$ cat src/hw/rtl/psnp_pkg.sv
// Shared types and constants for the prime sieve next-prime block.
`timescale 1ns / 1ps

package psnp_pkg;

  localparam int VAL_W = 16;
  localparam int MAX_VALUES_DEF = 65536;
  localparam logic [VAL_W-1:0] LIMIT_RESET = 16'd10000;

  typedef struct packed {
    logic [VAL_W-1:0] limit;
    logic             rebuild;
  } cfg_t;

  typedef struct packed {
    logic [VAL_W-1:0] value;
    logic             found;
  } res_t;

endpackage

$ cat src/hw/rtl/psnp_ctrl.sv
// Sequencer that clears and sieves the composite map and scans it for queries.
`timescale 1ns / 1ps

module psnp_ctrl #(
  parameter int MAX_VALUES = psnp_pkg::MAX_VALUES_DEF
) (
  input  logic                          clk,
  input  logic                          rst,
  input  psnp_pkg::cfg_t                cfg,
  input  logic                          in_valid,
  input  logic [psnp_pkg::VAL_W-1:0]    start_value,
  output logic                          idle,
  output logic                          res_valid,
  output psnp_pkg::res_t                res,
  input  logic                          res_ready,
  output logic                          ram_we,
  output logic [$clog2(MAX_VALUES)-1:0] ram_waddr,
  output logic                          ram_wdata,
  output logic [$clog2(MAX_VALUES)-1:0] ram_raddr,
  input  logic                          ram_rdata
);

  localparam int AW = $clog2(MAX_VALUES);
  localparam int XW = psnp_pkg::VAL_W + 1;

  typedef enum logic [2:0] {
    S_IDLE,
    S_CLEAR,
    S_SV_CHECK,
    S_SV_TEST,
    S_MARK,
    S_SC_READ,
    S_SC_TEST,
    S_DONE
  } state_t;

  state_t          state;
  logic            built;
  logic [XW-1:0]   x;
  logic [XW-1:0]   v;
  logic [8:0]      p;
  logic [XW-1:0]   sq;
  logic [XW-1:0]   lim;
  logic [XW-1:0]   x_step;
  logic [XW-1:0]   sq_next;

  assign lim     = {1'b0, cfg.limit};
  assign x_step  = x + XW'(p);
  assign sq_next = sq + XW'({p, 1'b1});

  assign idle      = (state == S_IDLE);
  assign res_valid = (state == S_DONE);

  always_comb begin
    ram_we    = (state == S_CLEAR) || (state == S_MARK);
    ram_waddr = AW'(x);
    ram_wdata = (state == S_CLEAR) ? (x < XW'(2)) : 1'b1;
    ram_raddr = (state == S_SV_CHECK) ? AW'(p) : AW'(v);
  end

  always_ff @(posedge clk) begin
    if (rst) begin
      state <= S_IDLE;
      built <= 1'b0;
    end else begin
      unique case (state)
        S_IDLE: begin
          if (in_valid) begin
            v <= {1'b0, start_value};
            x <= '0;
            state <= built ? S_SC_READ : S_CLEAR;
          end
        end
        S_CLEAR: begin
          x <= x + XW'(1);
          if (x == lim) begin
            p <= 9'd2;
            sq <= XW'(4);
            state <= S_SV_CHECK;
          end
        end
        S_SV_CHECK: begin
          if (sq > lim) begin
            built <= 1'b1;
            state <= S_SC_READ;
          end else begin
            state <= S_SV_TEST;
          end
        end
        S_SV_TEST: begin
          if (ram_rdata) begin
            p <= p + 9'd1;
            sq <= sq_next;
            state <= S_SV_CHECK;
          end else begin
            x <= sq;
            state <= S_MARK;
          end
        end
        S_MARK: begin
          if (x_step > lim) begin
            p <= p + 9'd1;
            sq <= sq_next;
            state <= S_SV_CHECK;
          end else begin
            x <= x_step;
          end
        end
        S_SC_READ: begin
          if (v > lim) begin
            res.found <= 1'b0;
            res.value <= '0;
            state <= S_DONE;
          end else begin
            state <= S_SC_TEST;
          end
        end
        S_SC_TEST: begin
          if (!ram_rdata) begin
            res.found <= 1'b1;
            res.value <= v[psnp_pkg::VAL_W-1:0];
            state <= S_DONE;
          end else begin
            v <= v + XW'(1);
            state <= S_SC_READ;
          end
        end
        S_DONE: begin
          if (res_ready) begin
            state <= S_IDLE;
          end
        end
        default: state <= S_IDLE;
      endcase
      if (cfg.rebuild) begin
        built <= 1'b0;
      end
    end
  end

endmodule

$ cat config.mk
export PLATFORM = sky130hd
export DESIGN_NAME = psnp_ctrl
export DESIGN_NICKNAME = d
export VERILOG_FILES = /design/src/hw/rtl/psnp_pkg.sv /design/src/hw/rtl/psnp_ctrl.sv
export SDC_FILE = /design/constraint.sdc
export NUM_CORES = 1
export LEC_CHECK = 0
export BUFFER_PORTS_ARGS = -buffer_cell sky130_fd_sc_hd__clkbuf_2
export CAP_MARGIN = 20
export CORE_MARGIN = 4
export CORE_UTILIZATION = 54
export DETAILED_ROUTE_END_ITERATION = 10
export HOLD_SLACK_MARGIN = 0.15
export PLACE_DENSITY = 0.78
export SETUP_SLACK_MARGIN = 0.1
export SYNTH_ARGS = -nofsm -noshare
export SYNTH_HDL_FRONTEND = slang
export SYNTH_SLANG_ARGS = --single-unit
$ cat constraint.sdc
create_clock -name clk -period 5.3 [get_ports clk]
set_input_delay 1.06 -clock clk [delete_from_list [all_inputs] [get_ports clk]]
set_output_delay 1.06 -clock clk [all_outputs]
set_load 0.01 [all_outputs]
==> run summary, run 1 <==
The highest-delay cell along the critical path was sky130_fd_sc_hd__a21boi_0. The total number of clock tree sinks was 81. Global routing used 26.8% of the available tracks across all layers.

The die area came out at 14500 um^2. Of the total synthesized cell area, the portion taken by AND, OR, NAND and NOR gates is 18.8%. After clock tree synthesis, the clock-pin slew on the worst setup and hold paths is 0.07 ns. Each instance of the synthesized netlist takes up on average 9.11 um^2. After global routing the overflow that remains totals 0. The post-CTS resize count was 0; the count of buffers inserted at the top-level ports was 90. For this configuration, the core starts out at a cell density of 55.9%.

For the post-layout net count, the log shows 927. The critical path goes through ha_1 > o21a_1 > a21boi_0 > o22ai_1 > xnor2_1 > ha_1 > o21ai_0 > nor2_1 > a2111oi_0 > o311ai_0 > a211oi_2 > a21oi_1 > nor2_1 > buf_4. The final number of max-transition violations was 0. The clock tree skew after final layout was 0.00764 ns; the global-route wire length before repair was 31.0 mm. The tools report the pin count of the biggest net entering global routing as 40. TritonCTS built the clock tree. Setup repair after global routing left no endpoint under its margin.

The share of the Yosys chip area taken by registers is 35.0%. Buffer depth of the longest clock path: 2. The tools report the total number of placement rows as 40. Summing the areas of all compound-gate instances in the mapped netlist gives 16.0% of the synthesized area. The mean number of vias per cell was 6.12.

The worst register-to-register path has a depth of 14. Summed over all layers, the routed wires come to 19.2 mm. In this run the worst setup path begins at p[3]$_SDFFCE_PN0P_. CTS placed an instance of sky130_fd_sc_hd__clkbuf_16 at the clock tree root. Buffers inserted to repair hold after CTS numbered 0. Routability-driven placement finished with a final weighted congestion of 1.04. For this run, the slowest stage of the critical path takes 0.56 ns.

In the synthesized netlist the dominant register cell turns out to be sky130_fd_sc_hd__edfxtp_1. The final routed DRC violation total is 0. The count of antenna diodes in the layout came out at 0.

For the total count of hold-check failures in the final report, the log shows 0. In this run, synthesis produced a sequential element count of 81. Number of primary I/O pins: 91. Of all nets on the critical path, the largest fanout is 17.

Number of antenna violations at the first check in global routing: 0. The tools report the total nets after synthesis as 858. Once detail routing completed, the nets flagged for antenna violations numbered 0. The tools report the H-tree depth as 3. The share of flip-flops with an asynchronous set or reset after synthesis works out to 0%. At the worst endpoint, the required time is 5.33 ns. The transition time of the tightest slew-check pin is 0.650 ns, and the post-synthesis cell area is 6830 um^2. The number of global-route vias before repair came out at 5993. The setup slack of the worst register-to-register path was 0.80 ns. The class of the tightest hold or removal check is flip-flop to flip-flop. The clock period could shrink to 4.50 ns. The die width was 120 um; the clock latency on the worst-skew pair was 0.35 ns. The library cells used most frequently in the layout, excluding fill and tap cells, are 90 x sky130_fd_sc_hd__clkbuf_2, 77 x sky130_fd_sc_hd__edfxtp_1, 72 x sky130_fd_sc_hd__nand2_1, 71 x sky130_fd_sc_hd__nor2_1, 69 x sky130_fd_sc_hd__ha_1. During synthesis, Yosys emitted a total of 0 warnings.

The layout-stage area growth over the synthesis result works out to 11.2%. In this run the tightest slew margin relative to its limit is 56.3%. Of the post-synthesis cell area, the part taken by muxes is 1.47%. The start point of the worst hold path was built$_SDFFE_PP0P_. The run finished with clean final reports. For the synthesized netlist cell count, the log shows 749.

The leading cell type in the layout, fill and taps excluded is sky130_fd_sc_hd__clkbuf_2. VDD sags by at most 0.130 mV. The share of cells above drive strength 1 was 16.6%; the number of enable flip-flop cells after synthesis was 77. After clock tree synthesis, the setup repair step added 0 buffers.

The run gives 0 as the count of maximum capacitance violations. The endpoint of the worst-slack reg-to-reg timing path is x[3]$_DFFE_PP_. The kind of launch point of the worst setup path was a flip-flop. For the fmax, the log shows 0.222 GHz. The detailed router finished its first iteration with 560 violations. The worst register-to-register path begins at p[3]$_SDFFCE_PN0P_. After synthesis, the largest family of logic cells by area is simple AND/OR/NAND/NOR gates.

The iteration count of the initial detailed-routing pass was 5. The tools report the static power due to leakage as 3.16 nW. The area of the placeable core was 12200 um^2.

Setup violations remaining at the end of the flow were counted as 0. In this run the vertical extent of the chip is 120 um. The number of buffers inserted during clock tree synthesis was 9. In this run the worst setup path terminates at x[3]$_DFFE_PP_. Summed over all failing endpoints, the final setup total negative slack is 0 ns. The number of vias in the routed layout was 6063.

In the finished design, the share of the clock period the worst path needs comes to 84.9%. The tools report the sequential standard cell area as 2390 um^2. After Yosys synthesis, full adders, half adders and majority gates account for 13.2% of the synthesized area. The tools report the total power as 2.00 mW. The area used by multi-input combinational logic is 4020 um^2.

At the worst endpoint, the arrival time is 4.53 ns. Counting the fill cells in the layout gives 1050. The synthesized netlist devotes 9.22% of its cell area to XOR and XNOR gates.

Final routed wire length divided by cell count: 19.4 um. Summed over all nets, the half-perimeter wirelength after detailed placement is 14.9 mm. The worst setup path is captured at a flip-flop. The setup path with the least slack is of type flip-flop to flip-flop. The areal power density over the cells is 263 nW/um^2.

The tools report the number of different library cells in the post-synthesis netlist as 70.
-- worst min path at each step --
stage / to / slack (ns) / cells past startpoint
finish: built$_SDFFE_PP0P_ / 0.52 / 2
global route: built$_SDFFE_PP0P_ / 0.56 / 2
CTS: built$_SDFFE_PP0P_ / 0.53 / 2
detailed placement: built$_SDFFE_PP0P_ / 0.52 / 2
global placement: built$_SDFFE_PP0P_ / 0.50 / 2
floorplan: built$_SDFFE_PP0P_ / 0.48 / 2
-- per-layer routing --
layer / GRT usage [%] / vias to the layer above / wire (um)
li1: - / 2841 / -
met1: 34.5 / 2894 / 7860
met2: 44.0 / 272 / 9170
met3: 5.10 / 56 / 1410
met4: 12.0 / 0 / 748
met5: 0 / - / 0
-- kinds of logic after synthesis --
kind of cell             after synthesis
multiplexers                           9
flip-flops                            81
adder cells (fa/ha/maj)               71
AO/OA/AOI/OAI                        167
buffers and inverters                 81
AND/OR/NAND/NOR                      269
XOR/XNOR                              71
-- cells in the mapped netlist, types with 3 or more instances --
library cell               count  share of area, %
sky130_fd_sc_hd__and2_1       17               1.6
sky130_fd_sc_hd__xnor2_1      36               4.6
sky130_fd_sc_hd__o22ai_1       4              0.37
sky130_fd_sc_hd__a211oi_1      5              0.55
sky130_fd_sc_hd__buf_4        19               2.1
sky130_fd_sc_hd__xor2_1       34               4.4
sky130_fd_sc_hd__a22o_1        4              0.51
sky130_fd_sc_hd__nand2_1      72               4.0
sky130_fd_sc_hd__a21boi_0      3              0.33
sky130_fd_sc_hd__o21ai_0      58               4.3
sky130_fd_sc_hd__nor4_1        7              0.64
sky130_fd_sc_hd__a21o_1       10               1.1
sky130_fd_sc_hd__mux2_2        8               1.3
sky130_fd_sc_hd__or3_1         4              0.37
sky130_fd_sc_hd__clkbuf_1     16              0.88
sky130_fd_sc_hd__a21oi_1      40               2.9
sky130_fd_sc_hd__a211o_1       3              0.38
sky130_fd_sc_hd__nand4_1      18               1.6
sky130_fd_sc_hd__nand2b_1      6              0.55
sky130_fd_sc_hd__ha_1         69                13
sky130_fd_sc_hd__dfxtp_1       4               1.2
sky130_fd_sc_hd__inv_1        38               2.1
sky130_fd_sc_hd__edfxtp_1     77                34
sky130_fd_sc_hd__nand3_1      29               2.1
sky130_fd_sc_hd__nor2b_1      11               1.0
sky130_fd_sc_hd__and3_1        5              0.46
sky130_fd_sc_hd__nor2_1       71               3.9
sky130_fd_sc_hd__nor3_1       20               1.5
sky130_fd_sc_hd__o41ai_1       3              0.38
sky130_fd_sc_hd__clkbuf_8      4              0.81
sky130_fd_sc_hd__o21a_1        7              0.77
-- power by group --
group          switching, mW  internal, mW  total [mW]
clock network          0.281         0.368       0.649
logic                  0.313         0.216       0.529
registers             0.0769         0.746       0.823
total                  0.670          1.33        2.00
-- worst max-delay path: cells and delay by family, from the launching register on --
kind,cells,cell delay [ns]
AO/OA/AOI/OAI,8,2.32
XOR/XNOR,1,0.24
adder cells (fa/ha/maj),2,0.68
buffers and inverters,1,0.27
flip-flops,1,0.51
AND/OR/NAND/NOR,2,0.16
-- registers in the layout, indices dropped and copies added, names as in the netlist --
name   cells
res       17
sq        17
v         17
x         17
built      1
state      3
p          9
-- area by class of cell --
class / instances / area share (%)
Multi-Input combinational cell: 587 / 53.0
Timing Repair Buffer: 99 / 6.82
Clock inverter: 7 / 1.01
Sequential cell: 81 / 31.5
Tap cell: 168 / 2.77
Clock buffer: 9 / 2.97
Inverter: 40 / 1.98
-- through the flow --
stage                     area, um^2  cells  util [%]  hold WS (ns)  setup WS, ns
after floorplan                 6830    749         -         0.481         0.152
after global placement          7290    975      59.7         0.503          1.13
after detailed placement        7290    975      59.7         0.515         0.973
after CTS                       7590    991      62.2         0.529         0.923
after global routing            7590    991      62.2         0.561         0.476
final                           7590    991      62.2         0.524         0.803
Note: power is estimated with default switching activity, not from simulation.
==> run 2, diff against run 1 <==
Clock period 5.3 ns to 3.9 ns, I/O delays scaled along.
==> run summary, run 2 (same netlist as run 1, synthesis figures left out) <==
Buffer depth of the longest clock path: 2 (unchanged). The headroom to the max-slew limit came out at 54.6% (-1.7 points). The worst register-to-register path begins at p[0]$_SDFFCE_PN0P_.

The overflow left after global routing is 0 (unchanged). The tools report the pin count of the biggest net entering global routing as 48 (+20%). The tools report the worst slack at placement as 0.129 ns (-0.843 ns). The run finished with clean final reports.

The required time reported for the critical path endpoint is 3.97 ns (-1.36 ns). The die width was 120 um (unchanged); the final RePlAce weighted congestion was 0.962 (-7.5%). The areal power density over the cells was 359 nW/um^2 (+36%); the final setup slack of the worst path was 0.0720 ns (-0.731 ns). The total of endpoints with negative setup slack in the final report was 0 (unchanged).

The start point of the worst hold path was built$_SDFFE_PP0P_. The count of antenna diodes in the layout is 0 (unchanged). The count of antenna-violating nets left after detailed routing is 0 (unchanged), and the mean number of vias per cell is 6.20 (+1.3%). The run gives 994 (+1.9%) as the number of cells in the design after placement. In the layout the commonest cells are 90 x sky130_fd_sc_hd__clkbuf_2, 77 x sky130_fd_sc_hd__edfxtp_1, 72 x sky130_fd_sc_hd__nand2_1, 69 x sky130_fd_sc_hd__nor2_1, 66 x sky130_fd_sc_hd__ha_1. The clock latency on the worst-skew pair is 0.35 ns (about the same), and the total count of hold-check failures in the final report is 0 (unchanged). The clock slew seen by the registers of the worst setup and hold paths was 0.06 ns (about the same); the number of primary I/O pins was 91 (unchanged). The endpoint of the worst-slack reg-to-reg timing path is x[12]$_DFFE_PP_.

The library cell used most frequently in the layout, excluding fill and tap cells, is sky130_fd_sc_hd__clkbuf_2. The path with the worst hold slack has its endpoint at built$_SDFFE_PP0P_. The kind of critical path is flip-flop to flip-flop.

The total power is 2.89 mW (+44%), and the iteration count of the initial detailed-routing pass is 5 (unchanged). STA classifies the critical path startpoint as a flip-flop. The number of antenna violations at the first check in global routing is 0 (unchanged).

The area of the placeable core was 12200 um^2 (unchanged). The logs give 6121 (+2.1%) for the number of global-route vias before repair and 0.229 mV (+76%) for the maximum vdd ir drop. The vertical die dimension came out at 120 um (unchanged). The tools report the setup slack of the worst register-to-register path as 0.07 ns (-0.73 ns). The hold-critical path depth is 2 (unchanged). For the total number of placement rows, the log shows 40 (unchanged). The logs give 3.36 nW (+6.4%) for the static power due to leakage and 9 (unchanged) for the number of buffers inserted during clock tree synthesis.

Setup repair after global routing could not meet its margin everywhere. The global-route wire length before repair was 30.4 mm (-1.8%); the share of cells above drive strength 1 was 22.6% (+6.0 points). The count of buffers inserted at the top-level ports works out to 90 (unchanged).

The post-layout net count was 958 (+3.3%); the fmax was 0.261 GHz (+17%). The tools report the overall routing resource usage as 26.5% (-0.38 points). Non-filler instance count after layout: 1021 (+3.0%). The portion of the clock cycle consumed by the worst path in the final layout was 98.2% (+13 points); the final routed wire length divided by cell count was 19.3 um (-0.18%). The clock tree skew after final layout was 0.0103 ns (+0.00263 ns); the half-perimeter wire length after detailed placement was 14.8 mm (-0.46%).

The kind of end point of the critical path was a flip-flop. The cts-stage hold buffer count was 0 (unchanged); the total of fill cells in the finished design was 990 (-5.7%). TritonCTS built the clock tree. The largest fanout on the critical path is 8 (-9), and the endpoint arrival time on the critical path is 3.90 ns (-0.63 ns). The number of cells on the worst reg-to-reg path was 16 (+2); the transition time of the tightest slew-check pin was 0.663 ns (+0.0135 ns). The run gives 0 (unchanged) as the final number of max-transition violations. In this run the clock root is driven by a sky130_fd_sc_hd__clkbuf_16.

Relative to the synthesized area, the layout overhead comes to 18.0%. The tools report the number of vias in the routed layout as 6327 (+4.4%). The starting density of the core was 55.9% (unchanged).

The total length of routed wires is 19.7 mm (+2.8%), and the final critical path time including I/O delays and setup is 3.83 ns (-0.669 ns). The initial detailed-routing violation count was 574 (+2.5%). For the H-tree depth, the log shows 3 (unchanged).

The tools report the total number of clock tree sinks as 81 (unchanged). Class of the tightest hold or removal check: flip-flop to flip-flop. The die area is 14500 um^2 (unchanged), and the final routed DRC violation total is 0 (unchanged). For the count of maximum capacitance violations, the log shows 0 (unchanged).
run 2: cell types whose count changed in the layout (fill, tap and decap cells not counted), moves of 3 or more:
cell and change:
sky130_fd_sc_hd__buf_4 +28, sky130_fd_sc_hd__a21oi_2 +3, sky130_fd_sc_hd__a21oi_1 -4, sky130_fd_sc_hd__o21ai_0 -4, sky130_fd_sc_hd__o21ai_2 +3, sky130_fd_sc_hd__ha_1 -3
run 2: per-stage QoR:
| stage | hold WS, ns | cell area, um^2 | TNS, ns | util, % |
|---|---|---|---|---|
| after floorplan | 0.481 | 6890 | 0 | - |
| final | 0.521 | 8060 | 0 | 66.0 |
| after CTS | 0.523 | 7830 | 0 | 64.1 |
| after global placement | 0.496 | 7510 | 0 | 61.5 |
| after detailed placement | 0.515 | 7510 | 0 | 61.5 |
| after global routing | 0.546 | 8060 | -0.327 | 66.0 |
run 2: how the worst max path moves through the flow:
stage / start / to / slack, ns / cells past startpoint
final: p[0]$_SDFFCE_PN0P_ / x[12]$_DFFE_PP_ / 0.07 / 16
after global routing: x[4]$_DFFE_PP_ / x[12]$_DFFE_PP_ / -0.02 / 15
after CTS: p[0]$_SDFFCE_PN0P_ / x[0]$_DFFE_PP_ / 0.11 / 18
after detailed placement: p[0]$_SDFFCE_PN0P_ / x[0]$_DFFE_PP_ / 0.13 / 18
after global placement: p[0]$_SDFFCE_PN0P_ / x[0]$_DFFE_PP_ / 0.25 / 18
after floorplan: x[1]$_DFFE_PP_ / p[0]$_SDFFCE_PN0P_ / 0.11 / 13
run 2: report_power, final:
part           switching, mW  internal [mW]
clock network          0.378          0.562
registers             0.0707           1.01
logic                  0.504          0.362
total                  0.953           1.94
run 2: layer usage:
layer	GRT usage [%]	vias to the layer above	share of wire, %
li1	-	2909	-
met1	33.2	3042	40
met2	44.4	314	49
met3	4.96	62	7.5
met4	11.8	0	3.4
met5	0	-	0
run 2: worst max-delay path: stages (launching register included):
cell and delay, ns:
sky130_fd_sc_hd__edfxtp_1 0.35, sky130_fd_sc_hd__ha_2 0.20, sky130_fd_sc_hd__inv_2 0.04, sky130_fd_sc_hd__fa_2 0.36, sky130_fd_sc_hd__nor2b_4 0.17, sky130_fd_sc_hd__o31ai_4 0.09, sky130_fd_sc_hd__a211o_1 0.29, sky130_fd_sc_hd__and2_1 0.19
sky130_fd_sc_hd__xnor2_1 0.15, sky130_fd_sc_hd__ha_1 0.31, sky130_fd_sc_hd__nand4_1 0.19, sky130_fd_sc_hd__nor4_4 0.29, sky130_fd_sc_hd__o21ai_2 0.09, sky130_fd_sc_hd__a211oi_2 0.34, sky130_fd_sc_hd__a21oi_2 0.09, sky130_fd_sc_hd__nor2_4 0.19
sky130_fd_sc_hd__clkbuf_16 0.18
run 2: area by class of cell:
| type | instances | area, um^2 | area share [%] |
|---|---|---|---|
| Multi-Input combinational cell | 587 | 4190 | 52.0 |
| Sequential cell | 81 | 2390 | 29.7 |
| Timing Repair Buffer | 130 | 793 | 9.84 |
| Clock buffer | 9 | 225 | 2.80 |
| Tap cell | 168 | 210 | 2.61 |
| Inverter | 40 | 150 | 1.86 |
| Clock inverter | 6 | 92.6 | 1.15 |
run 2: repair_timing:
item | CTS | global route
resized for setup | 0 | 25
buffers inserted | 0 | 11
endpoints found under the setup margin | 0 | 46
==> run 3, diff against run 2 <==
Settings changed: BUFFER_PORTS_ARGS -buffer_cell sky130_fd_sc_hd__clkbuf_2 to -buffer_cell sky130_fd_sc_hd__buf_2.
==> run summary, run 3 (same netlist as run 1, synthesis figures left out) <==
The number of cells on the worst reg-to-reg path was 17 (+1); the area of the placeable core was 12200 um^2 (unchanged). H-tree depth: 3 (unchanged). Kind of end point of the critical path: a flip-flop. The required time reported for the critical path endpoint is 3.97 ns (about the same), and the iteration count of the initial detailed-routing pass is 6 (+1).

The run gives 494 (-14%) as the initial detailed-routing violation count. The startpoint identified for the worst register-to-register timing path is x[0]$_DFFE_PP_. The run gives 0 (unchanged) as the total of endpoints with negative setup slack in the final report. The total power was 2.88 mW (-0.19%); the largest fanout on the critical path was 8 (unchanged). TritonCTS built the clock tree. The share of cells above drive strength 1 works out to 21.6% (-1.1 points). The clock slew seen by the registers of the worst setup and hold paths was 0.07 ns (about the same); the layout-stage area growth over the synthesis result was 17.0%. The logs give 81 (unchanged) for the total number of clock tree sinks and 0.35 ns (about the same) for the clock latency on the worst-skew pair.

The starting density of the core was 55.9% (unchanged); the mean number of vias per cell was 6.07 (-2.1%). The hold-critical path depth is 2 (unchanged). The number of vias in the routed layout was 6173 (-2.4%). The total number of placement rows is 40 (unchanged), and the overflow left after global routing is 0 (unchanged). The clock tree skew after final layout is 0.00569 ns (-0.00459 ns), and the count of maximum capacitance violations is 0 (unchanged). The run gives 953 (-0.52%) as the post-layout net count. In this run the critical register-to-register path is captured at x[11]$_DFFE_PP_. The transition time of the tightest slew-check pin is 0.582 ns (-0.0813 ns). The final routed wire length divided by cell count is 19.3 um (about the same), and the final RePlAce weighted congestion is 0.954 (-0.78%). By startpoint and endpoint, the worst setup path is classified as flip-flop to flip-flop. The tools report the half-perimeter wire length after detailed placement as 14.8 mm (about the same). Buffer depth of the longest clock path: 2 (unchanged). The kind of launch point of the worst setup path was a flip-flop.

The run gives 0 (unchanged) as the count of antenna diodes in the layout. The headroom to the max-slew limit came out at 60.9% (+6.3 points). The vertical die dimension is 120 um (unchanged), and the total of fill cells in the finished design is 1021 (+3.1%). The final number of max-transition violations was 0 (unchanged); the fmax was 0.260 GHz (-0.58%). The final design instance area without fill was 7990 um^2 (-0.87%). The areal power density over the cells is 361 nW/um^2 (+0.68%), and the number of antenna violations at the first check in global routing is 0 (unchanged). Hold-critical path endpoint: built$_SDFFE_PP0P_. Setup repair after global routing could not meet its margin everywhere. The tools report the cts-stage hold buffer count as 0 (unchanged).

The final routed DRC violation total was 0 (unchanged). Portion of the clock cycle consumed by the worst path in the final layout: 98.7% (+0.57 points). The number of primary I/O pins is 91 (unchanged), and the static power due to leakage is 3.33 nW (-0.90%).

The run gives 51 (+6.3%) as the pin count of the biggest net entering global routing. In this run the worst hold path is classified as flip-flop to flip-flop. Total length of routed wires: 19.6 mm (-0.40%). The final critical path time including I/O delays and setup is 3.85 ns (+0.0224 ns), and the die area is 14500 um^2 (unchanged). The start point of the worst hold path was built$_SDFFE_PP0P_. The tree is rooted in a sky130_fd_sc_hd__clkbuf_16. The leading cell type in the layout, fill and taps excluded is sky130_fd_sc_hd__buf_2. The endpoint arrival time on the critical path came out at 3.92 ns (+0.02 ns). The library cells used most frequently in the layout, excluding fill and tap cells, are 90 x sky130_fd_sc_hd__buf_2, 77 x sky130_fd_sc_hd__edfxtp_1, 72 x sky130_fd_sc_hd__nand2_1, 69 x sky130_fd_sc_hd__nor2_1, 67 x sky130_fd_sc_hd__ha_1. The die width works out to 120 um (unchanged).

The post-place instance area was 7500 um^2 (about the same); the count of buffers inserted at the top-level ports was 90 (unchanged). The tools report the maximum vdd ir drop as 0.251 mV (+9.7%). The total count of hold-check failures in the final report is 0 (unchanged), and the global-route wire length before repair is 30.8 mm (+1.2%).

The run finished with clean final reports. The logs give 9 (unchanged) for the number of buffers inserted during clock tree synthesis and 0 (unchanged) for the count of antenna-violating nets left after detailed routing. The setup slack of the worst register-to-register path was 0.05 ns (-0.02 ns).

The overall routing resource usage is 26.7% (+0.27 points). The number of global-route vias before repair was 6073 (-0.78%).
==> run 3: cell count changes in the layout (fill, tap and decap cells not counted), sizes merged <==
cell / previous run / this run
inv: 40 / 41
clkbuf: 100 / 10
buf: 39 / 124
==> run 3: final cells by class <==
cell class	count	area [um^2]	share of cell area (%)
Timing Repair Buffer	125	759	9.51
Clock buffer	9	225	2.82
Tap cell	168	210	2.63
Clock inverter	7	101	1.27
Multi-Input combinational cell	587	4150	51.9
Sequential cell	81	2390	29.9
Inverter	40	150	1.88
==> run 3: worst max path at each step <==
stage,endpoint,start,slack (ns),cells past startpoint
floorplan,p[0]$_SDFFCE_PN0P_,x[1]$_DFFE_PP_,0.11,13
global placement,x[0]$_DFFE_PP_,p[0]$_SDFFCE_PN0P_,0.26,17
detailed placement,x[0]$_DFFE_PP_,x[3]$_DFFE_PP_,0.12,14
CTS,x[1]$_DFFE_PP_,x[0]$_DFFE_PP_,0.09,17
global route,x[15]$_DFFE_PP_,x[0]$_DFFE_PP_,-0.16,17
finish,x[11]$_DFFE_PP_,x[0]$_DFFE_PP_,0.05,17
==> run 3: worst max-delay path, stage by stage (launching register included) <==
cell,delay [ns]
sky130_fd_sc_hd__edfxtp_1,0.38
sky130_fd_sc_hd__ha_2,0.21
sky130_fd_sc_hd__inv_2,0.04
sky130_fd_sc_hd__fa_2,0.37
sky130_fd_sc_hd__nor2b_4,0.17
sky130_fd_sc_hd__o31a_1,0.17
sky130_fd_sc_hd__o21a_1,0.14
sky130_fd_sc_hd__nor2_2,0.05
sky130_fd_sc_hd__xnor2_2,0.14
sky130_fd_sc_hd__ha_1,0.33
sky130_fd_sc_hd__a211oi_2,0.21
sky130_fd_sc_hd__nor2_1,0.08
sky130_fd_sc_hd__a2111oi_2,0.42
sky130_fd_sc_hd__o311ai_2,0.12
sky130_fd_sc_hd__a211oi_2,0.33
sky130_fd_sc_hd__a21oi_2,0.08
sky130_fd_sc_hd__nor2_4,0.17
sky130_fd_sc_hd__clkbuf_16,0.18
==> run 3: metal layers <==
layer	track usage, %	share of wire, %	wire [um]	up-vias
met2	43.9	48	9510	287
met1	33.9	42	8170	2919
met5	0	0	0	-
li1	-	-	-	2907
met4	13.0	4.3	837	0
met3	5.00	5.8	1130	60
==> run 3: where the power goes <==
part,leakage (nW),internal [mW],switching (mW)
Combinational,2.38,0.353,0.489
Sequential,0.787,1.01,0.0737
Clock,0.158,0.568,0.388
Total,3.33,1.93,0.950
==> run 3: repair_timing <==
action	CTS	global route
endpoints found under the setup margin	17	46
setup buffers	0	7
pin swaps	1	6
resized for setup	0	16
cloned	0	1
endpoints found under the hold margin	0	0
==> run 3: stage by stage <==
step	util, %	cells	TNS [ns]	hold slack, ns	setup slack [ns]
final	65.4	1017	0	0.528	0.0496
after global routing	65.4	1017	-6.14	0.588	-0.162
after CTS	64.1	1009	0	0.526	0.0925
after detailed placement	61.4	993	0	0.514	0.115
after global placement	61.4	993	0	0.497	0.257
after floorplan	-	749	0	0.481	0.107
